<file path="src/rtl/pvpm_pkg.sv">
// Package for the varicode phase modulator: codes, states and lookup tables.
`default_nettype none
package pvpm_pkg;

  // Command codes carried on the cmd field
  localparam logic [1:0] CMD_CHAR  = 2'd0;
  localparam logic [1:0] CMD_IDLE  = 2'd1;
  localparam logic [1:0] CMD_START = 2'd2;

  localparam int unsigned SYM_CNT_W   = 6;
  localparam int unsigned WORD_W      = 13;
  localparam logic [SYM_CNT_W-1:0] IDLE_SYMBOLS = 6'd50;
  localparam logic [8:0] PHASE_HALF   = 9'd256;

  typedef enum logic [1:0] {
    ST_IDLE,
    ST_CHAR,
    ST_REV
  } state_t;

  // Varicode ROM: code bits, right aligned
  localparam logic [9:0] VCODE [128] = '{
    10'd683, 10'd731, 10'd749, 10'd887, 10'd747, 10'd863, 10'd751, 10'd765,
    10'd767, 10'd239, 10'd29,  10'd879, 10'd733, 10'd31,  10'd885, 10'd939,
    10'd759, 10'd757, 10'd941, 10'd943, 10'd859, 10'd875, 10'd877, 10'd855,
    10'd891, 10'd893, 10'd951, 10'd853, 10'd861, 10'd955, 10'd763, 10'd895,
    10'd1,   10'd511, 10'd351, 10'd501, 10'd475, 10'd725, 10'd699, 10'd383,
    10'd251, 10'd247, 10'd367, 10'd479, 10'd117, 10'd53,  10'd87,  10'd431,
    10'd183, 10'd189, 10'd237, 10'd255, 10'd375, 10'd347, 10'd363, 10'd429,
    10'd427, 10'd439, 10'd245, 10'd445, 10'd493, 10'd85,  10'd471, 10'd687,
    10'd701, 10'd125, 10'd235, 10'd173, 10'd181, 10'd119, 10'd219, 10'd253,
    10'd341, 10'd127, 10'd509, 10'd381, 10'd215, 10'd187, 10'd221, 10'd171,
    10'd213, 10'd477, 10'd175, 10'd111, 10'd109, 10'd343, 10'd437, 10'd349,
    10'd373, 10'd379, 10'd685, 10'd503, 10'd495, 10'd507, 10'd703, 10'd365,
    10'd735, 10'd11,  10'd95,  10'd47,  10'd45,  10'd3,   10'd61,  10'd91,
    10'd43,  10'd13,  10'd491, 10'd191, 10'd27,  10'd59,  10'd15,  10'd7,
    10'd63,  10'd447, 10'd21,  10'd23,  10'd5,   10'd55,  10'd123, 10'd107,
    10'd223, 10'd93,  10'd469, 10'd695, 10'd443, 10'd693, 10'd727, 10'd949
  };

  // Varicode ROM: code lengths
  localparam logic [3:0] VLEN [128] = '{
    4'd10, 4'd10, 4'd10, 4'd10, 4'd10, 4'd10, 4'd10, 4'd10,
    4'd10, 4'd8,  4'd5,  4'd10, 4'd10, 4'd5,  4'd10, 4'd10,
    4'd10, 4'd10, 4'd10, 4'd10, 4'd10, 4'd10, 4'd10, 4'd10,
    4'd10, 4'd10, 4'd10, 4'd10, 4'd10, 4'd10, 4'd10, 4'd10,
    4'd1,  4'd9,  4'd9,  4'd9,  4'd9,  4'd10, 4'd10, 4'd9,
    4'd8,  4'd8,  4'd9,  4'd9,  4'd7,  4'd6,  4'd7,  4'd9,
    4'd8,  4'd8,  4'd8,  4'd8,  4'd9,  4'd9,  4'd9,  4'd9,
    4'd9,  4'd9,  4'd8,  4'd9,  4'd9,  4'd7,  4'd9,  4'd10,
    4'd10, 4'd7,  4'd8,  4'd8,  4'd8,  4'd7,  4'd8,  4'd8,
    4'd9,  4'd7,  4'd9,  4'd9,  4'd8,  4'd8,  4'd8,  4'd8,
    4'd8,  4'd9,  4'd8,  4'd7,  4'd7,  4'd9,  4'd9,  4'd9,
    4'd9,  4'd9,  4'd10, 4'd9,  4'd9,  4'd9,  4'd10, 4'd9,
    4'd10, 4'd4,  4'd7,  4'd6,  4'd6,  4'd2,  4'd6,  4'd7,
    4'd6,  4'd4,  4'd9,  4'd8,  4'd5,  4'd6,  4'd4,  4'd3,
    4'd6,  4'd9,  4'd5,  4'd5,  4'd3,  4'd6,  4'd7,  4'd7,
    4'd8,  4'd7,  4'd9,  4'd10, 4'd9,  4'd10, 4'd10, 4'd10
  };

  // Convolution phase steps, indexed by the 5-bit history
  localparam logic [8:0] CONV_STEP [32] = '{
    9'd256, 9'd128, 9'd384, 9'd0,   9'd384, 9'd0,   9'd256, 9'd128,
    9'd0,   9'd384, 9'd128, 9'd256, 9'd128, 9'd256, 9'd0,   9'd384,
    9'd128, 9'd256, 9'd0,   9'd384, 9'd0,   9'd384, 9'd128, 9'd256,
    9'd384, 9'd0,   9'd256, 9'd128, 9'd256, 9'd128, 9'd384, 9'd0
  };

  // Left-aligned symbol word: leading zero, code bits, two trailing zeros
  function automatic logic [WORD_W-1:0] vc_word(input logic [6:0] ch);
    logic [9:0] code;
    logic [3:0] sh;
    code = VCODE[ch];
    sh   = 4'd10 - VLEN[ch];
    return {1'b0, 10'(code << sh), 2'b00};
  endfunction

  // Number of symbols a character produces
  function automatic logic [SYM_CNT_W-1:0] vc_nsym(input logic [6:0] ch);
    return SYM_CNT_W'(VLEN[ch]) + SYM_CNT_W'(3);
  endfunction

endpackage
`default_nettype wire

</file>
<file path="src/rtl/psk31_varicode_phase_modulator_top.sv">
// Varicode BPSK/QPSK phase modulator: command in, one phase beat per symbol out.
//
// Each accepted command item produces its symbols at one per clock while the
// output side takes them: a character gives its varicode length plus three
// symbols (4 to 13), an idle or start command gives 50 reversals. The symbol
// word sits in a 13-bit shift register that moves one bit per cycle while the
// output side takes symbols. Each item is taken in the idle state, before its
// first symbol is produced. in_stall stays high until the final symbol of an
// item has entered the output register, and a command code of 3 is taken in
// the idle state with no output. The mode register is written through the cfg
// port, which is always ready, and must only change while idle.
`default_nettype none
module psk31_varicode_phase_modulator_top
  import pvpm_pkg::*;
(
  input  wire logic       clk,
  input  wire logic       rst,
  // configuration write
  input  wire logic       cfg_valid,
  output logic            cfg_ready,
  input  wire logic       qpsk_mode,
  // command input
  input  wire logic       in_valid,
  output logic            in_stall,
  input  wire logic [1:0] cmd,
  input  wire logic [6:0] char_code,
  // phase output
  output logic            out_valid,
  input  wire logic       out_stall,
  output logic [8:0]      phase_offset,
  output logic            last
);

  state_t               state, state_next;
  logic                 mode;
  logic [WORD_W-1:0]    sreg;
  logic [SYM_CNT_W-1:0] cnt;
  logic [8:0]           carrier_phase, phase_next;
  logic [4:0]           bit_history, hist_next;
  logic                 in_acc;
  logic                 advance;
  logic                 fin;
  logic                 sym_bit;
  logic [8:0]           phase_rev;

  assign cfg_ready = 1'b1;
  assign in_acc    = in_valid && !in_stall;
  assign fin       = (cnt == SYM_CNT_W'(1));
  assign sym_bit   = sreg[WORD_W-1];

  // Next state
  always_comb begin
    state_next = state;
    unique case (state)
      ST_IDLE: begin
        if (in_acc) begin
          if (cmd == CMD_CHAR) begin
            state_next = ST_CHAR;
          end else if (cmd == CMD_IDLE || cmd == CMD_START) begin
            state_next = ST_REV;
          end
        end
      end
      ST_CHAR, ST_REV: begin
        if (advance && fin) begin
          state_next = ST_IDLE;
        end
      end
      default: state_next = ST_IDLE;
    endcase
  end

  // Handshake and step enable
  always_comb begin
    in_stall = 1'b1;
    advance  = 1'b0;
    unique case (state)
      ST_IDLE: in_stall = 1'b0;
      ST_CHAR, ST_REV: advance = !out_valid || !out_stall;
      default: in_stall = 1'b1;
    endcase
  end

  // Phase for the current symbol
  always_comb begin
    phase_rev = (carrier_phase == 9'd0) ? PHASE_HALF : 9'd0;
    hist_next = bit_history;
    if (state == ST_REV) begin
      phase_next = phase_rev;
    end else if (mode) begin
      hist_next  = {bit_history[3:0], sym_bit};
      phase_next = carrier_phase + CONV_STEP[hist_next];
    end else begin
      phase_next = sym_bit ? carrier_phase : phase_rev;
    end
  end

  // Control registers
  always_ff @(posedge clk) begin
    if (rst) begin
      state         <= ST_IDLE;
      mode          <= 1'b0;
      cnt           <= '0;
      carrier_phase <= '0;
      bit_history   <= '0;
      out_valid     <= 1'b0;
    end else begin
      state <= state_next;
      if (cfg_valid && cfg_ready) begin
        mode <= qpsk_mode;
      end
      // load a new item
      if (in_acc) begin
        if (cmd == CMD_CHAR) begin
          cnt <= vc_nsym(char_code);
        end else if (cmd == CMD_IDLE || cmd == CMD_START) begin
          cnt <= IDLE_SYMBOLS;
        end
        if (cmd == CMD_START) begin
          carrier_phase <= '0;
          bit_history   <= '0;
        end
      end
      // advance one symbol
      if (advance) begin
        cnt           <= cnt - SYM_CNT_W'(1);
        carrier_phase <= phase_next;
        bit_history   <= hist_next;
      end
      out_valid <= advance || (out_valid && out_stall);
    end
  end

  // Symbol shift register and output beat
  always_ff @(posedge clk) begin
    if (in_acc && cmd == CMD_CHAR) begin
      sreg <= vc_word(char_code);
    end else if (advance) begin
      sreg <= {sreg[WORD_W-2:0], 1'b0};
    end
    if (advance) begin
      phase_offset <= phase_next;
      last         <= fin;
    end
  end

endmodule
`default_nettype wire

</file>
<file path="config.mk">
export PLATFORM = sky130hd
export DESIGN_NAME = psk31_varicode_phase_modulator_top
export DESIGN_NICKNAME = d
export VERILOG_FILES = /design/src/rtl/pvpm_pkg.sv /design/src/rtl/psk31_varicode_phase_modulator_top.sv
export SDC_FILE = /design/constraint.sdc
export NUM_CORES = 1
export LEC_CHECK = 0
export ABC_AREA = 1
export ABC_CLOCK_PERIOD_IN_PS = 3100
export BUFFER_PORTS_ARGS = -buffer_cell sky130_fd_sc_hd__buf_2
export CAP_MARGIN = 20
export CORE_ASPECT_RATIO = 0.75
export CORE_MARGIN = 10
export CORE_UTILIZATION = 50
export DETAILED_ROUTE_END_ITERATION = 6
export PLACE_DENSITY = 0.78
export SYNTH_ARGS = -nofsm -noshare
export SYNTH_HDL_FRONTEND = slang
export SYNTH_SLANG_ARGS = --single-unit
</file>
<file path="constraint.sdc">
create_clock -name clk -period 3.1 [get_ports clk]
set_input_delay 0.465 -clock clk [delete_from_list [all_inputs] [get_ports clk]]
set_output_delay 0.465 -clock clk [all_outputs]
set_load 0.01 [all_outputs]
</file>
; After elaboration in Yosys (flattened, before gate mapping)
; Memory sizes are Yosys's and may differ from the RTL's.
; Cells that the tools add are included.
[totals]
register_bits = 44
romBits = 2080
in_bits = 15
out_inout_bits = 13
wordCells = 84
n_memories = 3
[classes]
n_addsub = 4
n_lt_le_gt_ge = 2
n_eq_ne = 10
shift = 1
n_mux = 31
bitwise_logic = 2
reduce_logical = 21
[memory_table]
columns = name, depth, word_bits, read_ports, rd_clocked_by_memory_dff, write_ports, line
row1 = (no name shown), 128, 10, 1, 0, 0, pvpm_pkg.sv:73  ; code = VCODE[ch];
row2 = (no name shown), 128, 4, 1, 0, 0, pvpm_pkg.sv:74  ; sh = 4'd10 - VLEN[ch];
row3 = (no name shown), 32, 9, 1, 0, 0, psk31_varicode_phase_modulator_top.sv:92  ; phase_next = carrier_phase + CONV_STEP[hist_next];
[op_table]
columns = operator, n
row1 = 9-bit two-way mux, 9
row2 = 4-bit two-way mux, 7
row3 = 12-bit two-way mux, 2
row4 = 6-bit two-way mux, 4
row5 = 10-bit two-way mux, 2
row6 = 10-bit by 4-bit << shifter with 10-bit output, 1
row7 = 9-bit adder, 1
row8 = 9-bit zero test, 1
row9 = "8-bit greater-or-equal comparator, second input constant", 1
row10 = 2-bit two-way mux, 4
row11 = "2-bit inequality test, second input constant", 4
row12 = 7-bit NOT with 8-bit output, 1
row13 = "6-bit by 1-bit == test with 1-bit output, second input constant", 1
row14 = "6-bit greater-or-equal comparator, second input constant", 1
row15 = 5-bit NOT with 6-bit output, 1
row16 = 2-bit nonzero test, 3
row17 = "6-bit by 1-bit subtractor with 6-bit output, second input constant", 1
row18 = "4-bit by 2-bit adder with 5-bit output, second input constant", 1
row19 = "2-bit by 1-bit == test with 1-bit output, second input constant", 2
row20 = "2-bit == test, second input constant", 2
row21 = 1-bit logical AND, 4
row22 = 2-bit zero test, 2
row23 = 2-bit one-hot mux with 2 select lines, 1
row24 = 2-bit AND reduction, 2
row25 = 9 further kinds, 13

; Logic depth before layout (Yosys ltp)
; Gate-level depths: netlist of run 1.
[depth]
ltp_word = 8
depth_mapped = 20
mapped_depth_nobuf = 19

; Worst setup path before layout of run 1
; Ideal clock, no wire load.
[synth_timing]
path_type = input -> register
start = input port char_code[1]
end = register sreg[8], data pin
setup_time_ns = 0.253
arrival_ns = 2.251
required_ns = 2.847
path_slack_ns = 0.596
path_stages = 17
path_buffers = 1
cell_sequence = inv_1 -> ha_1 -> nand2_1 -> nand2_1 -> nand2_1 -> nand2_1 -> nand2_1 -> nand2_1 -> nand2_1 -> nand2_1 -> inv_2 -> buf_2 -> nor2_1 -> o21ai_0 -> nand2_1 -> nand3_1 -> nand2_1
[synth_via]
elab_chain_cells = 7
word_cells_on_any_way = 10
classes_between = add/sub: 1 / shift: 1 / mux: 5 / bitwise: 1 / memory: 2
[synth_lines]
columns = element, line
row1 = from (decl), psk31_varicode_phase_modulator_top.sv:26  ; input wire logic [6:0] char_code,
row2 = 7-bit NOT with 8-bit output (implied by the code) *, "pvpm_pkg.sv:73, pvpm_pkg.sv:74"
row3 = memory read 128 x 4 bit, -
row4 = 4-bit two-way mux (implied by the code) (2 in a row), pvpm_pkg.sv:74
row5 = 4-bit subtractor, pvpm_pkg.sv:74
row6 = 10-bit by 4-bit << shifter with 10-bit output *, pvpm_pkg.sv:75  ; return {1'b0, 10'(code << sh), 2'b00};
row7 = 12-bit two-way mux *, psk31_varicode_phase_modulator_top.sv:136  ; if (in_acc && cmd == CMD_CHAR) begin
row8 = to (signal assigned), psk31_varicode_phase_modulator_top.sv:137  ; sreg <= vc_word(char_code);
row9 = to (signal assigned), psk31_varicode_phase_modulator_top.sv:139  ; sreg <= {sreg[WORD_W-2:0], 1'b0};
row10 = to (decl), psk31_varicode_phase_modulator_top.sv:36  ; logic [WORD_W-1:0] sreg;
; Every way passes the cells marked *; elsewhere a longest branch is shown, timed or not. The select of a mux whose other input is x is not followed.
; A chain may end at the register's enable or synchronous reset.

; Final worst setup path of run 1
[layout_timing]
start = input port char_code[1]
end = register sreg[7], data pin
; The elaborated chain is that of the path after synthesis.

==> flow_summary.yaml, run 1 <==
sta:
  slew_headroom: 0.605
  min_period_ps: 2900
  rsz0062_at_grt: "false"
  tns_ps: 0
  hold_viol: 0
  finClkSkew_ps: 8.87
  timing.final.ws_setup_ps: 197
  fin_crit_sh: 0.936
  setup_violations: 0
  drv_slew: 0
  tightest_slew_ps: 590
  max_freq_mhz: 345
detailed_routing:
  num_vias: 6183
  drtPass1Iterations: 7
  vias_per_cell: 6.06
  drtAntennaViolNets: 0
  drtIter0Drc: 1242
  wire_per_inst_um: 18.6
  routed_wl_um: 19000
  route.detailed.drc: 0
worst_setup_path:
  crit_fanout: 7
  r2r_start: "sreg[12]"
  crit_start: "char_code[1]"
  startpoint_type: "primary input"
  path_class: "in -> reg"
  end_kind: "flip-flop"
  worstPathRequired_ps: 3130
  r2r_setup_slack_ps: 840
  cp.arrival_ps: 2940
floorplan:
  rows: 30
  initial_utilization: 0.523
  fp.dieH_um: 105
  core_sq_um: 9200
  die_x_um: 133
  die_area_sq_um: 14000
  io_pins: 28
final_layout:
  multi_input_area_sq_um: 3260
  fill_cells: 901
  syn_to_final_growth_pct: 14.1
  fin_nets: 926
  finalCoreUtilization: 0.596
  seq_area_sq_um: 1080
  final_layout_size_suffix_gt1_frac: 0.119
global_routing:
  grt_pass1_wl_um: 29800
  busiest_layer: "met1"
  grt_use_met3: 0.130
  grt_max_degree: 39
  first_global_vias: 5663
  antenna_found_initial: 1
  grt_remaining_overflow: 0
  grt.total_usage: 0.260
  grt_use_met2: 0.339
  grtUsageMet1: 0.362
synthesis:
  mappedNetlistNets: 879
  avgSynthCellArea_sq_um: 5.70
  ys_seq_area_frac: 0.225
  synth_edf_count: 20
  synth_ff_type: "dfxtp_1"
  ys_async_sr_fraction: 0
  syn-cell-area_sq_um: 4810
  netlist_instances: 843
  synth-seq-cells: 44
  ys_warn_count: 0
  synth_cell_types: 39
placement:
  port_buffers: 26
  pre_cts_slack_ps: 37.6
  dp_hpwl_um: 14800
  gp_congestion: 1.13
clocking:
  cts_tree: "yes"
  clkLatencyLatePin_ps: 290
  cts.reportedPaths.clkPinSlew_ps: 70
  cts_resized: 0
  cts_sinks: 44
  cts_hold_buf: 0
  h-tree-depth: 2
  clockBufferDepth: 2
  postCtsSetupBuffers: 0
  cts-root-buf: "clkbuf_16"
  cts_buffers: 5
power:
  p_per_area_nw_per_um2: 519
  p_leak_nw: 2.75
  ir_drop_uv: 589
min_path:
  hold_path_class: "in -> reg"
  hp-start: "qpsk_mode"
job:
  maxCapViolations: 0
status:
  status: "finished clean"
[power breakdown]
group          switching (mW)  total (mW)  internal [mW]
combinational           0.977        1.45          0.474
clock                   0.219       0.516          0.298
sequential             0.0740       0.879          0.805
[per-stage QoR]
stage	total power [mW]	cells	hold WS, ps	instance area, sq um
finish	2.85	1020	436	5480
global route	3.06	1019	463	5480
CTS	2.81	1019	446	5480
detailed placement	2.29	1011	467	5340
global placement	2.28	1011	452	5340
floorplan	1.85	843	444	4810
[final cells by class]
cell class | instances | share of cell area
Clock inverter | 2 | 0.00205
Tap cell | 128 | 0.0292
Timing Repair Buffer | 79 | 0.105
Inverter | 68 | 0.0466
Sequential cell | 44 | 0.197
Multi-Input combinational cell | 692 | 0.596
Clock buffer | 6 | 0.0235
Antenna cell | 1 | 0.000457
[flip-flops by register name (all words and copies together), names as in the netlist]
signal / flops
last: 1
sreg: 11
phase_offset: 9
cnt: 6
out_valid: 1
mode: 1
carrier_phase: 9
state: 2
bit_history: 4
[synth_stat cells, types with 2 or more instances]
cell	number	area, sq um
xor2_1	3	26.3
nand4_1	12	75.1
clkinv_1	2	7.51
o22ai_1	2	12.5
and3_1	2	12.5
a31oi_1	5	31.3
nand2_1	319	1200
nand3b_1	2	15.0
nor3_1	4	20.0
ha_1	21	263
o21ai_1	4	20.0
clkbuf_1	7	26.3
buf_4	10	75.1
nor2_1	61	229
xnor2_1	2	17.5
a21oi_1	57	285
buf_2	17	85.1
nand2_2	6	37.5
inv_2	8	30.0
dfxtp_1	24	480
or2_2	3	18.8
inv_1	58	218
o211ai_1	9	67.6
o21a_1	2	15.0
buf_1	5	18.8
edfxtp_1	20	601
nand3_1	134	671
o21ai_0	33	165
[routing by layer]
metal	part of all wire	wire length, um	up-vias
met3	0.18	3320	68
met1	0.42	7950	2713
met5	0.0060	114	-
met2	0.37	7060	522
li1	-	-	2876
met4	0.027	510	4
[cells in the final DEF (no fill, tap or decap), types with 2 or more instances in the layout]
master | Yosys | final
o21a_1 | 2 | 2
xor2_1 | 3 | 3
a21oi_1 | 57 | 57
dfxtp_1 | 24 | 24
nand2_1 | 319 | 319
o21ai_1 | 4 | 4
inv_2 | 8 | 8
nor2_1 | 61 | 61
o22ai_1 | 2 | 2
clkbuf_16 | 0 | 5
and3_1 | 2 | 2
nand4_1 | 12 | 12
o21ai_0 | 33 | 33
buf_4 | 10 | 49
edfxtp_1 | 20 | 20
or2_2 | 3 | 3
nor3_1 | 4 | 4
nand2_2 | 6 | 6
xnor2_1 | 2 | 2
inv_1 | 58 | 58
a31oi_1 | 5 | 5
nand3_1 | 134 | 134
buf_12 | 0 | 4
buf_2 | 17 | 26
nand3b_1 | 2 | 2
clkinv_1 | 2 | 2
o211ai_1 | 9 | 9
ha_1 | 21 | 21
[cells by family after synthesis]
| logic type | share of synthesized area |
|---|---|
| AOI/OAI and AO/OA | 0.136 |
| xor gates and xnor gates | 0.00911 |
| adders and majority gates | 0.0547 |
| buffers and inverters | 0.0958 |
| DFF | 0.225 |
| other | 0.000780 |
| and+or+nand+nor | 0.478 |
[worst max-delay path, cell delays in order]
cell,delay (ps)
buf_2,100
inv_1,180
ha_1,260
buf_4,170
nand2_1,190
nor2_1,380
nor2_1,70
o21ai_0,90
nand2_1,90
nand2_1,120
nand2_1,180
inv_1,140
nand3_1,80
nand3_1,130
inv_2,100
o211ai_1,110
nand2_1,80
[worst paths after layout]
check	to	cells past startpoint
setup / recovery	sreg[7]	17
hold / removal	mode	3
setup reg to reg	carrier_phase[8]	11
hold reg to reg	state[0]	2
(Power assumes the default switching activity.)
==> run 2: changes to the inputs <==
--- a/config.mk
+++ b/config.mk
@@ -9,7 +9,7 @@
 export ABC_CLOCK_PERIOD_IN_PS = 3100
 export BUFFER_PORTS_ARGS = -buffer_cell sky130_fd_sc_hd__buf_2
 export CAP_MARGIN = 20
-export CORE_ASPECT_RATIO = 0.75
+export CORE_ASPECT_RATIO = 1.5
 export CORE_MARGIN = 10
 export CORE_UTILIZATION = 50
 export DETAILED_ROUTE_END_ITERATION = 6
==> flow_summary.yaml, run 2 (synthesized netlist as in run 1, its figures left out) <==
status:
  status: "finished clean"
final_layout:
  fin_nets: 933
  final_cells: 1010
  syn_to_final_growth_pct: 14.7
  finalCoreUtilization: 0.592
  final_cell_mix: "319 x nand2_1, 134 x nand3_1, 61 x nor2_1"
  regMostFlops: "sreg"
  largest_reg_flops: 11
  layout_commonest_cell: "nand2_1"
  largest_registers: "sreg (11), carrier_phase (9), phase_offset (9)"
  final_layout_size_suffix_gt1_frac: 0.127
  n_antenna_cell: 0
worst_setup_path:
  worstPathRequired_ps: 3140
  crit_buf_inv: 5
  cp.arrival_ps: 2840
  end_kind: "flip-flop"
  crit_family: "simple AND/OR/NAND/NOR gates"
  startpoint_type: "primary input"
  cp_common_cell: "nand2_1"
  critical_path.cell_chain: "buf_2, inv_1, ha_1, inv_1, nand2_1, nand3_1, nand3_1, nand3_1, nand2_1, nand2_1, inv_2, nand2_2, nand2_2, inv_2, o21ai_1, nand2_1, nand3_1, nand2_1"
  cp_slowest_cell: "ha_1"
  max_stage_delay_ps: 400
  path_class: "in -> reg"
  crit_fanout: 16
floorplan:
  rows: 43
  core_sq_um: 9310
  io_pins: 28
  die_area_sq_um: 14000
  fp.dieH_um: 140
  initial_utilization: 0.516
  die_x_um: 100
global_routing:
  grt.total_usage: 0.283
  first_global_vias: 5761
  antenna_found_initial: 0
  grt_remaining_overflow: 0
  grt_max_degree: 31
  busiest_layer: "met2"
  grtUsageMet1: 0.301
  grt_use_met3: 0.0448
  grt_pass1_wl_um: 31500
  grt_use_met2: 0.483
detailed_routing:
  drtPass1Iterations: 6
  vias_per_cell: 6.09
  route.detailed.drc: 0
  wire_per_inst_um: 20.4
  routed_wl_um: 20600
  drtIter0Drc: 926
  num_vias: 6152
  drtAntennaViolNets: 0
sta:
  min_period_ps: 2800
  hold_viol: 0
  fin_crit_sh: 0.904
  slew_headroom: 0.654
  max_freq_mhz: 357
  tightest_slew_ps: 518
  finClkSkew_ps: 3.49
  rsz0062_at_grt: "false"
  tns_ps: 0
  setup_violations: 0
  drv_slew: 0
power:
  p_leak_nw: 2.79
  swShare: 0.436
  seq_power_share: 0.298
  clock_power_share: 0.211
  p_per_area_nw_per_um2: 542
  ir_drop_uv: 678
  p_comb_frac: 0.491
  p_sw_mw: 1.30
  p_int_mw: 1.68
clocking:
  postCtsSetupBuffers: 0
  cts_resized: 0
  clockBufferDepth: 2
  cts-root-buf: "clkbuf_16"
  h-tree-depth: 2
  cts_tree: "yes"
  clkLatencyLatePin_ps: 290
  cts.reportedPaths.clkPinSlew_ps: 60
  cts_buffers: 5
  cts_hold_buf: 0
  cts_sinks: 44
placement:
  port_buffers: 26
  dp.cells: 1002
  gp_congestion: 1.10
  dp_hpwl_um: 15400
min_path:
  hold_path_class: "in -> reg"
job:
  maxCapViolations: 0
-- run 2: final timing paths --
check        depth (start not counted)  slack (ps)    startpoint              to
min                                  3         420     qpsk_mode            mode
max                                 18         300  char_code[1]         sreg[9]
max reg2reg                         10         840      state[1]  bit_history[3]
min reg2reg                          2         470      state[0]        state[0]
-- run 2: power by group through the flow --
stage,Sequential [mW],Combinational [mW],Clock (mW)
2_1_floorplan,0.899,0.951,0
3_3_place_gp,0.886,1.39,0
3_5_place_dp,0.891,1.40,0
4_1_cts,0.887,1.43,0.626
5_1_grt,0.900,1.62,0.651
6_report,0.890,1.47,0.630
-- run 2: per-layer routing --
layer  wire [um]  up-vias
met4        1800        0
met1        7040     2720
li1            -     2897
met2       10000      408
met3        1720      127
met5           0        -
-- run 2: stage by stage --
stage / cell area [sq um] / setup slack, ps / hold WS (ps) / total power, mW
5_1_grt: 5510 / 93.7 / 437 / 3.18
3_3_place_gp: 5330 / 134 / 454 / 2.28
4_1_cts: 5510 / 375 / 432 / 2.94
3_5_place_dp: 5330 / 92.6 / 458 / 2.30
2_1_floorplan: 4810 / 596 / 444 / 1.85
6_report: 5510 / 298 / 422 / 2.99
-- run 2: worst register-to-register path: stages, from the launching register on --
cell,delay [ps]
dfxtp_1,370
inv_1,60
ha_1,310
nand2_1,210
inv_1,300
buf_4,320
o21ai_0,160
nand2_1,190
inv_1,100
nand3_1,80
a21oi_1,60
-- run 2: final cells by class --
type                    count  area, sq um
clock buffers               6          139
clock inverters             2         38.8
fillers                   925         3800
inverters                  68          255
multi-input cells         692         3260
flip-flops and latches     44         1080
well taps                 112          140
repair buffers             86          593
